<file path="src/btil_pkg.sv">
// btil_pkg: shared types and constants for the bitmap to index list decoder
// no dependencies; imported by every module of the block

package btil_pkg;

   localparam int INDEX_BITS  = 20;                 // width of a surface index
   localparam int BASE_W      = INDEX_BITS + 1;     // base index, saturates at 2^INDEX_BITS
   localparam int AMT_W       = 11;                 // largest advance is 255 * 8
   localparam int SUM_W       = INDEX_BITS + 12;    // base plus advance without wrap
   localparam int BYTE_SPAN   = 8;                  // indices covered by one bitmap byte
   localparam int JOB_Q_DEPTH = 4;                  // jobs between front and back end

   localparam logic [SUM_W-1:0] IDX_LIMIT = SUM_W'(1) << INDEX_BITS;

   typedef struct packed {
      logic [7:0] data_byte;
      logic       section_end;
   } req_type;

   typedef struct packed {
      logic [INDEX_BITS-1:0] surface_index;
      logic                  has_index;
      logic                  run_last;
      logic                  section_done;
      logic                  index_overflow;
   } rsp_type;

   // one classified byte: an empty mask means an end marker
   typedef struct packed {
      logic [INDEX_BITS-1:0] base;
      logic [7:0]            mask;
      logic                  last;
      logic                  ovf;
   } job_type;

endpackage

</file>
<file path="src/bitmap_to_index_list_decoder.sv">
// bitmap_to_index_list_decoder: top level, visibility bitmap bytes to surface indices
// depends on btil_pkg, btil_front, btil_job_fifo, btil_back
//
//   channel   ports                      transaction
//   input     push, full, req_data       one bitmap byte plus section end flag
//   result    pop, empty, rsp_data       one surface index or end marker
//   csr       csr_we, csr_wdata          compressed_mode, written at once
//
// the front end takes a byte every cycle while the job queue has room and
// updates base, run and overflow state in that same cycle
// the back end sends one result per cycle while the result port is not stalled;
// k visible bits in a byte give k results (8 at most), an end marker one
// first result of a byte goes via job queue, current job register, output register
// synchronous active-high reset clears state and queue, compressed_mode returns to 1
// a stalled result port fills the four-entry job queue, then full rises

module bitmap_to_index_list_decoder (
   input  logic              clock,
   input  logic              reset,
   input  logic              push,
   output logic              full,
   input  btil_pkg::req_type req_data,
   output logic              empty,
   input  logic              pop,
   output btil_pkg::rsp_type rsp_data,
   input  logic              csr_we,
   input  logic              csr_wdata
);
   import btil_pkg::*;

   logic    accept;      // input transaction this cycle
   logic    job_push;    // front end has a job for the queue
   job_type job_in;
   logic    job_valid;   // queue head present
   job_type job_head;
   logic    job_pop;     // back end takes the head

   assign accept = push && !full;

   // classify bytes, keep per-section state
   btil_front u_front (
      .clock     (clock),
      .reset     (reset),
      .csr_we    (csr_we),
      .csr_wdata (csr_wdata),
      .accept    (accept),
      .req_data  (req_data),
      .job_push  (job_push),
      .job       (job_in)
   );

   // decouples byte intake from result expansion
   btil_job_fifo u_job_fifo (
      .clock    (clock),
      .reset    (reset),
      .wr_en    (job_push),
      .wr_job   (job_in),
      .full     (full),
      .rd_en    (job_pop),
      .rd_valid (job_valid),
      .rd_job   (job_head)
   );

   // one result per cycle into the output register while the result port is not stalled
   btil_back u_back (
      .clock     (clock),
      .reset     (reset),
      .job_valid (job_valid),
      .job       (job_head),
      .job_pop   (job_pop),
      .empty     (empty),
      .pop       (pop),
      .rsp_data  (rsp_data)
   );

endmodule

</file>
<file path="src/btil_front.sv">
// btil_front: takes bitmap bytes, keeps base index, run and overflow state
// depends on btil_pkg; emits one job per byte that produces any result

module btil_front (
   input  logic             clock,
   input  logic             reset,
   input  logic             csr_we,
   input  logic             csr_wdata,
   input  logic             accept,
   input  btil_pkg::req_type req_data,
   output logic             job_push,
   output btil_pkg::job_type job
);
   import btil_pkg::*;

   logic [BASE_W-1:0] base_ff, base_in;
   logic              pending_ff, pending_in;
   logic              ovf_ff, ovf_in;
   logic              mode_ff;

   logic [AMT_W-1:0]  amount;
   logic [SUM_W-1:0]  sum;
   logic              do_adv;
   logic              adv_ovf;
   logic              bit_ovf;
   logic [7:0]        mask;
   logic [BASE_W-1:0] probe [8];
   logic              byte_zero;

   assign byte_zero = (req_data.data_byte == 8'd0);

   // per-bit range check against the saturated base
   always_comb begin
      mask    = '0;
      bit_ovf = 1'b0;
      for (int j = 0; j < 8; j++) begin
         probe[j] = base_ff + BASE_W'(j);
         if (!pending_ff && req_data.data_byte[j]) begin
            if (probe[j][INDEX_BITS]) begin
               bit_ovf = 1'b1;
            end else begin
               mask[j] = 1'b1;
            end
         end
      end
   end

   always_comb begin
      amount  = pending_ff ? {req_data.data_byte, 3'b000} : AMT_W'(BYTE_SPAN);
      do_adv  = pending_ff || !byte_zero || !mode_ff;
      sum     = SUM_W'(base_ff) + SUM_W'(amount);
      adv_ovf = do_adv && (sum > IDX_LIMIT);
      ovf_in  = ovf_ff || bit_ovf || adv_ovf;
      if (!do_adv) begin
         base_in = base_ff;
      end else if (adv_ovf) begin
         base_in = IDX_LIMIT[BASE_W-1:0];
      end else begin
         base_in = sum[BASE_W-1:0];
      end
      pending_in = !pending_ff && byte_zero && mode_ff && !req_data.section_end;
   end

   always_ff @(posedge clock) begin
      if (reset) begin
         base_ff    <= '0;
         pending_ff <= 1'b0;
         ovf_ff     <= 1'b0;
         mode_ff    <= 1'b1;
      end else begin
         if (csr_we) begin
            mode_ff <= csr_wdata;
         end
         if (accept) begin
            if (req_data.section_end) begin
               base_ff    <= '0;
               pending_ff <= 1'b0;
               ovf_ff     <= 1'b0;
            end else begin
               base_ff    <= base_in;
               pending_ff <= pending_in;
               ovf_ff     <= ovf_in;
            end
         end
      end
   end

   assign job_push = accept && ((mask != 8'd0) || req_data.section_end);
   assign job.base = base_ff[INDEX_BITS-1:0];
   assign job.mask = mask;
   assign job.last = req_data.section_end;
   assign job.ovf  = ovf_in;

`ifndef SYNTH
   a_base_sat: assert property (@(posedge clock) disable iff (reset)
      base_ff <= IDX_LIMIT[BASE_W-1:0])
      else $error("base index beyond saturation limit");
   a_section_clear: assert property (@(posedge clock) disable iff (reset)
      accept && req_data.section_end |=> (base_ff == '0) && !pending_ff && !ovf_ff)
      else $error("section state not cleared at section end");
`endif

endmodule

</file>
<file path="src/btil_job_fifo.sv">
// btil_job_fifo: short register queue of jobs between front and back end
// depends on btil_pkg for the job type and depth

module btil_job_fifo (
   input  logic              clock,
   input  logic              reset,
   input  logic              wr_en,
   input  btil_pkg::job_type wr_job,
   output logic              full,
   input  logic              rd_en,
   output logic              rd_valid,
   output btil_pkg::job_type rd_job
);
   import btil_pkg::*;

   localparam int PTR_W = $clog2(JOB_Q_DEPTH);
   localparam int CNT_W = $clog2(JOB_Q_DEPTH + 1);

   job_type           slot_ff [JOB_Q_DEPTH];
   logic [PTR_W-1:0]  wr_ptr_ff, rd_ptr_ff;
   logic [CNT_W-1:0]  count_ff, count_in;

   assign full     = (count_ff == CNT_W'(JOB_Q_DEPTH));
   assign rd_valid = (count_ff != '0);
   assign rd_job   = slot_ff[rd_ptr_ff];

   always_comb begin
      count_in = count_ff;
      if (wr_en && !(rd_en && rd_valid)) begin
         count_in = count_ff + CNT_W'(1);
      end else if (!wr_en && rd_en && rd_valid) begin
         count_in = count_ff - CNT_W'(1);
      end
   end

   always_ff @(posedge clock) begin
      if (wr_en) begin
         slot_ff[wr_ptr_ff] <= wr_job;
      end
   end

   always_ff @(posedge clock) begin
      if (reset) begin
         wr_ptr_ff <= '0;
         rd_ptr_ff <= '0;
         count_ff  <= '0;
      end else begin
         if (wr_en) begin
            wr_ptr_ff <= (wr_ptr_ff == PTR_W'(JOB_Q_DEPTH - 1)) ? '0 : wr_ptr_ff + PTR_W'(1);
         end
         if (rd_en && rd_valid) begin
            rd_ptr_ff <= (rd_ptr_ff == PTR_W'(JOB_Q_DEPTH - 1)) ? '0 : rd_ptr_ff + PTR_W'(1);
         end
         count_ff <= count_in;
      end
   end

`ifndef SYNTH
   a_no_overrun: assert property (@(posedge clock) disable iff (reset)
      !(wr_en && full))
      else $error("job written into a full queue");
`endif

endmodule

</file>
<file path="src/btil_back.sv">
// btil_back: expands each job into one result per set bit, lowest first, or an end marker
// depends on btil_pkg; holds the result in an output register

module btil_back (
   input  logic              clock,
   input  logic              reset,
   input  logic              job_valid,
   input  btil_pkg::job_type job,
   output logic              job_pop,
   output logic              empty,
   input  logic              pop,
   output btil_pkg::rsp_type rsp_data
);
   import btil_pkg::*;

   job_type cur_ff;
   logic    cur_valid_ff;
   rsp_type out_ff, out_in;
   logic    out_valid_ff;

   logic       can_issue, issue_done, marker;
   logic [2:0] sel;
   logic [7:0] rest;

   // lowest set bit of the remaining mask
   always_comb begin
      sel = 3'd0;
      for (int j = 7; j >= 0; j--) begin
         if (cur_ff.mask[j]) begin
            sel = 3'(j);
         end
      end
   end

   assign rest       = cur_ff.mask & (cur_ff.mask - 8'd1);
   assign marker     = (cur_ff.mask == 8'd0);
   assign can_issue  = cur_valid_ff && (!out_valid_ff || pop);
   assign issue_done = can_issue && (marker || (rest == 8'd0));
   assign job_pop    = job_valid && (!cur_valid_ff || issue_done);

   always_comb begin
      out_in.surface_index  = marker ? '0 : cur_ff.base + INDEX_BITS'(sel);
      out_in.has_index      = !marker;
      out_in.run_last       = marker || (rest == 8'd0);
      out_in.section_done   = cur_ff.last && (marker || (rest == 8'd0));
      out_in.index_overflow = cur_ff.ovf;
   end

   always_ff @(posedge clock) begin
      if (job_pop) begin
         cur_ff <= job;
      end else if (can_issue) begin
         cur_ff.mask <= rest;
      end
      if (can_issue) begin
         out_ff <= out_in;
      end
   end

   always_ff @(posedge clock) begin
      if (reset) begin
         cur_valid_ff <= 1'b0;
         out_valid_ff <= 1'b0;
      end else begin
         if (job_pop) begin
            cur_valid_ff <= 1'b1;
         end else if (issue_done) begin
            cur_valid_ff <= 1'b0;
         end
         if (can_issue) begin
            out_valid_ff <= 1'b1;
         end else if (pop) begin
            out_valid_ff <= 1'b0;
         end
      end
   end

   assign empty    = !out_valid_ff;
   assign rsp_data = out_ff;

`ifndef SYNTH
   a_job_continues: assert property (@(posedge clock) disable iff (reset)
      can_issue && !issue_done |=> cur_valid_ff)
      else $error("job dropped before its last result");
   a_no_load_busy: assert property (@(posedge clock) disable iff (reset)
      job_pop |-> (!cur_valid_ff || issue_done))
      else $error("job loaded over one still in progress");
`endif

endmodule

</file>
<file path="config.mk">
export PLATFORM = sky130hd
export DESIGN_NAME = bitmap_to_index_list_decoder
export DESIGN_NICKNAME = d
export VERILOG_FILES = /design/src/btil_pkg.sv /design/src/bitmap_to_index_list_decoder.sv /design/src/btil_front.sv /design/src/btil_job_fifo.sv /design/src/btil_back.sv
export SDC_FILE = /design/constraint.sdc
export NUM_CORES = 1
export LEC_CHECK = 0
export ABC_AREA = 0
export BUFFER_PORTS_ARGS = -buffer_cell sky130_fd_sc_hd__clkbuf_2
export CELL_PAD_IN_SITES_DETAIL_PLACEMENT = 1
export CELL_PAD_IN_SITES_GLOBAL_PLACEMENT = 2
export CORE_AREA = 2 2 139 141
export CTS_CLUSTER_SIZE = 25
export DETAILED_ROUTE_END_ITERATION = 7
export DIE_AREA = 0 0 141 143
export PLACE_DENSITY_LB_ADDON = 0.1
export SETUP_SLACK_MARGIN = 0.2
export SLEW_MARGIN = 0
export SYNTH_ARGS = -nofsm -noshare
export SYNTH_HDL_FRONTEND = slang
export SYNTH_SLANG_ARGS = --single-unit
</file>
<file path="constraint.sdc">
create_clock -name clock -period 3.75 [get_ports clock]
set_clock_uncertainty 0.05 [all_clocks]
set_input_delay 0.375 -clock clock [delete_from_list [all_inputs] [get_ports clock]]
set_output_delay 0.375 -clock clock [all_outputs]
set_load 0.01 [all_outputs]
</file>
==> results list <==
- Number of endpoints failing setup at the final stage: 0
- In this run the tool buffered the top-level ports with 40 buffer cells.
- Clock Tree Root: sky130_fd_sc_hd__clkbuf_16
- Starting density of the core: 0.4417
* Class of the worst hold path: primary input to flop
- Pwr/cell area: 673.9 mW/mm^2
- Leakage power figure: 0.003220 uW
- At the pin with the least slew margin, the transition time is 0.7190 ns.
- Worst-case vdd ir drop: 0.3379 mV
- Of the available clock period, the critical path in the final layout requires 0.8825.
- Number of cells after detailed placement: 820
- Highest-count cells in the layout ignoring fill and taps: sky130_fd_sc_hd__edfxtp_1 (159), sky130_fd_sc_hd__nor2_1 (41), sky130_fd_sc_hd__clkbuf_2 (40)
- From synthesis to final layout, the design area changed by 13.00%.
* Post-synth net total: 585
* Hold slack final: 0.1171 ns
- The number of pins exceeding their max-slew limit in the final report is 0.
- I/O pin count: 41
- Post-synthesis cell area: 0.008207 sq mm
- Global-route usage over all layers: 0.1664
- For the worst setup path, the data required time is 4.01 ns.
- Critical Path Fanout Max: 12
- Number of antenna violations at the first check in global routing: 0
- Worst Path Arrival: 3.57 ns
- Final hold violation count: 0
* GP Congestion: 0.8423
* Min Clock Period, post-route: 3.309 ns
- Normalized max-slew margin: 0.5200
* Number of fillers in the final layout: 1832
* Via count normalized by instance count: 5.391
* ANT cells: 0
* Gate Count Post-Synth: 554
- The via count of the first global-routing pass is 4706.
- Global-route wire length before repair: 25410 um
* Latest clock arrival within the worst-skew pair: 0.42 ns
- The library cell used most frequently in the layout, excluding fill and tap cells, is sky130_fd_sc_hd__edfxtp_1.
- The floorplan step defined a die boundary enclosing 0.02016 sq mm.
- Violation count after the first detailed-route iteration: 258
- Sequential Power Share: 0.509
* Detailed-route wire length: 15700 um
* Part of the Yosys area used for sequential elements: 0.6599
* Number of nets still failing antenna checks after routing: 0
- TritonCTS built the clock tree.
- Core area: 0.01858 sq mm
* Routed WL per cell: 18.42 um
* Maximum number of pins on one net before global-route repair: 35
* Buffer levels on the longest clock path: 2
- STA classifies the critical path endpoint as a flop.
* Maximum operating frequency: 302.2 MHz
- H-tree Lvls: 4
* # hold bufs at CTS: 0
- In this run the vertical extent of the chip is 143 um.
- Status: finished clean
- Yosys printed 0 warnings.
- A synthesized cell averages 14.81 sq um.
- CTS Sinks: 191
- Of the total power, the share spent switching nets is 0.2873.
* Critical Setup Path Class: flop to flop
- Met1 usage in global routing: 0.2324
* Setup WS post-layout: 0.4408 ns
* Fraction of power consumed by combinational cells: 0.229
* Met2 Usage GRT: 0.2688
* Grt peak-use layer: met2
- DP Wirelength: 11110 um
- Number of optimization iterations in the first detailed-route pass: 4
- Share of final-layout standard cells stronger than drive strength 1: 0.2120
- Final Non-Filler Cells: 852
- For this run, asynchronously set or reset flops after synthesis account for 0.
* Synth unique cells: 66
* Global routing met3 resource utilization: 0.03052
- Nets: 636
- Cell internal power was estimated by the tool at 4454 uW.
- # rows: 50
- Synthesis inferred 191 register bits.
* Die width: 141 um
- After clock tree synthesis, the clock-pin slew on the worst setup and hold paths is 0.06 ns.
- Across the run, the number of max-cap violations was 0.
- Startpoint type of the worst setup path: flop
* Residual DRC count: 0
- Setup TNS: 0 ns
- The most used flip-flop cell after synthesis is sky130_fd_sc_hd__edfxtp_1.
- Setup repair after global routing left no endpoint under its margin.
* Placement-stage worst setup slack: 0.3328 ns
- In this run the power spent charging and discharging nets is 1795 uW.
- TritonCTS Buffers: 17
- The share of total power dissipated in the clock network is 0.262.
* Sum of overflow across all layers after global routing: 0
- Counting flops with a built-in enable in the synthesized netlist gives 159.
* Vias: 4593
- Total power for the finished layout comes to 6250 uW.
==> cell type report <==
cell class,count,area [sq um],area share
Clock buffer,21,440.4,0.04749
Multi-Input combinational cell,325,2653,0.2860
Tap cell,234,292.8,0.03157
Inverter,16,60.06,0.006476
Timing Repair Buffer,54,317.8,0.03427
Sequential cell,191,5416,0.5841
Clock inverter,11,93.84,0.01012
==> worst paths after layout <==
check                                   startpoint             endpoint  slack [ns]  depth (start not counted)
worst min-delay path                        csr_we      u_front.mode_ff        0.12                          2
worst max-delay path            u_front.pending_ff  u_front.base_ff[17]        0.44                         11
worst max register to register  u_front.pending_ff  u_front.base_ff[17]        0.44                         11
worst min register to register    u_back.cur_ff[0]   u_back.rsp_data[0]        0.38                          0
==> through the flow <==
stage / cell area (sq um) / utilization
floorplan: 8207 / -
global placement: 8723 / 0.4695
detailed placement: 8723 / 0.4695
CTS: 9258 / 0.4982
global route: 9274 / 0.4991
finish: 9274 / 0.4991
==> per-layer routing <==
metal / vias to the layer above / wire length, um
met4: 0 / 126
met5: - / 0
met2: 72 / 7397
met3: 8 / 405
li1: 2219 / -
met1: 2294 / 7767
==> worst max-delay path, cell delays in order (launching register included) <==
cell	delay, ns
sky130_fd_sc_hd__dfxtp_1	0.50
sky130_fd_sc_hd__nand2_1	0.16
sky130_fd_sc_hd__inv_1	0.08
sky130_fd_sc_hd__ha_1	0.23
sky130_fd_sc_hd__a211oi_2	0.35
sky130_fd_sc_hd__nor4b_1	0.13
sky130_fd_sc_hd__or2_1	0.29
sky130_fd_sc_hd__o2111ai_1	0.34
sky130_fd_sc_hd__mux2_2	0.42
sky130_fd_sc_hd__a41oi_4	0.25
sky130_fd_sc_hd__nor2_2	0.14
sky130_fd_sc_hd__a22o_1	0.25
==> Yosys cell counts (3+ instances only) <==
library cell,number,area share
sky130_fd_sc_hd__edfxtp_1,159,0.58
sky130_fd_sc_hd__nor2_1,42,0.019
sky130_fd_sc_hd__dfxtp_1,32,0.078
sky130_fd_sc_hd__nand2_1,28,0.013
sky130_fd_sc_hd__mux4_2,27,0.074
sky130_fd_sc_hd__and2_1,24,0.018
sky130_fd_sc_hd__inv_1,16,0.0073
sky130_fd_sc_hd__a21oi_1,14,0.0085
sky130_fd_sc_hd__ha_1,14,0.021
sky130_fd_sc_hd__clkbuf_1,12,0.0055
sky130_fd_sc_hd__nor2b_1,12,0.0091
sky130_fd_sc_hd__o21ai_0,12,0.0073
sky130_fd_sc_hd__xnor2_1,12,0.013
sky130_fd_sc_hd__nand3_1,10,0.0061
sky130_fd_sc_hd__a22o_1,9,0.0096
sky130_fd_sc_hd__xor2_1,9,0.0096
sky130_fd_sc_hd__mux2i_1,7,0.0085
sky130_fd_sc_hd__nor3_1,7,0.0043
sky130_fd_sc_hd__and3_1,6,0.0046
sky130_fd_sc_hd__buf_2,6,0.0037
sky130_fd_sc_hd__nand2b_1,6,0.0046
sky130_fd_sc_hd__o21ai_1,6,0.0037
sky130_fd_sc_hd__a211oi_1,5,0.0046
sky130_fd_sc_hd__o31ai_1,5,0.0046
sky130_fd_sc_hd__or3_1,5,0.0038
sky130_fd_sc_hd__a21o_1,4,0.0037
sky130_fd_sc_hd__nand4_1,4,0.0030
sky130_fd_sc_hd__a31oi_1,3,0.0023
sky130_fd_sc_hd__buf_1,3,0.0014
sky130_fd_sc_hd__nor4_1,3,0.0023
sky130_fd_sc_hd__or4_1,3,0.0027
==> state kept, by name (all words and copies together), names as in the netlist, named ones only <==
signal                count
u_job_fifo.wr_ptr_ff      2
u_front.base_ff          18
u_job_fifo.slot_ff      108
u_back.rsp_data          24
u_front.mode_ff           1
u_job_fifo.rd_ptr_ff      2
u_front.pending_ff        1
u_back.cur_ff            27
u_job_fifo.count_ff       3
u_back.cur_valid_ff       1
u_front.ovf_ff            1
u_back.out_valid_ff       1
==> power groups by stage <==
stage	Clock [uW]	Sequential (uW)	Combinational (uW)
2_1_floorplan	0	3160	1030
3_3_place_gp	0	3220	1420
3_5_place_dp	0	3240	1450
4_1_cts	1680	3200	1460
5_1_grt	1760	3250	1600
6_report	1640	3180	1430
==> kinds of logic (layout without fill, tap and decap cells) <==
| kind of cell | count (synthesis) | in the layout | share of synthesized area |
|---|---|---|---|
| simple gates | 166 | 166 | 0.1087 |
| buf+inv | 38 | 102 | 0.01921 |
| mux | 36 | 36 | 0.08538 |
| compound gates | 84 | 84 | 0.07654 |
| xor+xnor | 21 | 21 | 0.02241 |
| fa+ha+maj | 17 | 17 | 0.02744 |
| flops | 191 | 191 | 0.6599 |
| other cells | 1 | 1 | 0.0004569 |
==> what timing repair did <==
action,4_1_cts,5_1_grt
endpoints found under the hold margin,0,0
buffers inserted,0,0
gates resized for setup,0,3
endpoints found under the setup margin,0,7
Power figures use the tool's default switching activity.
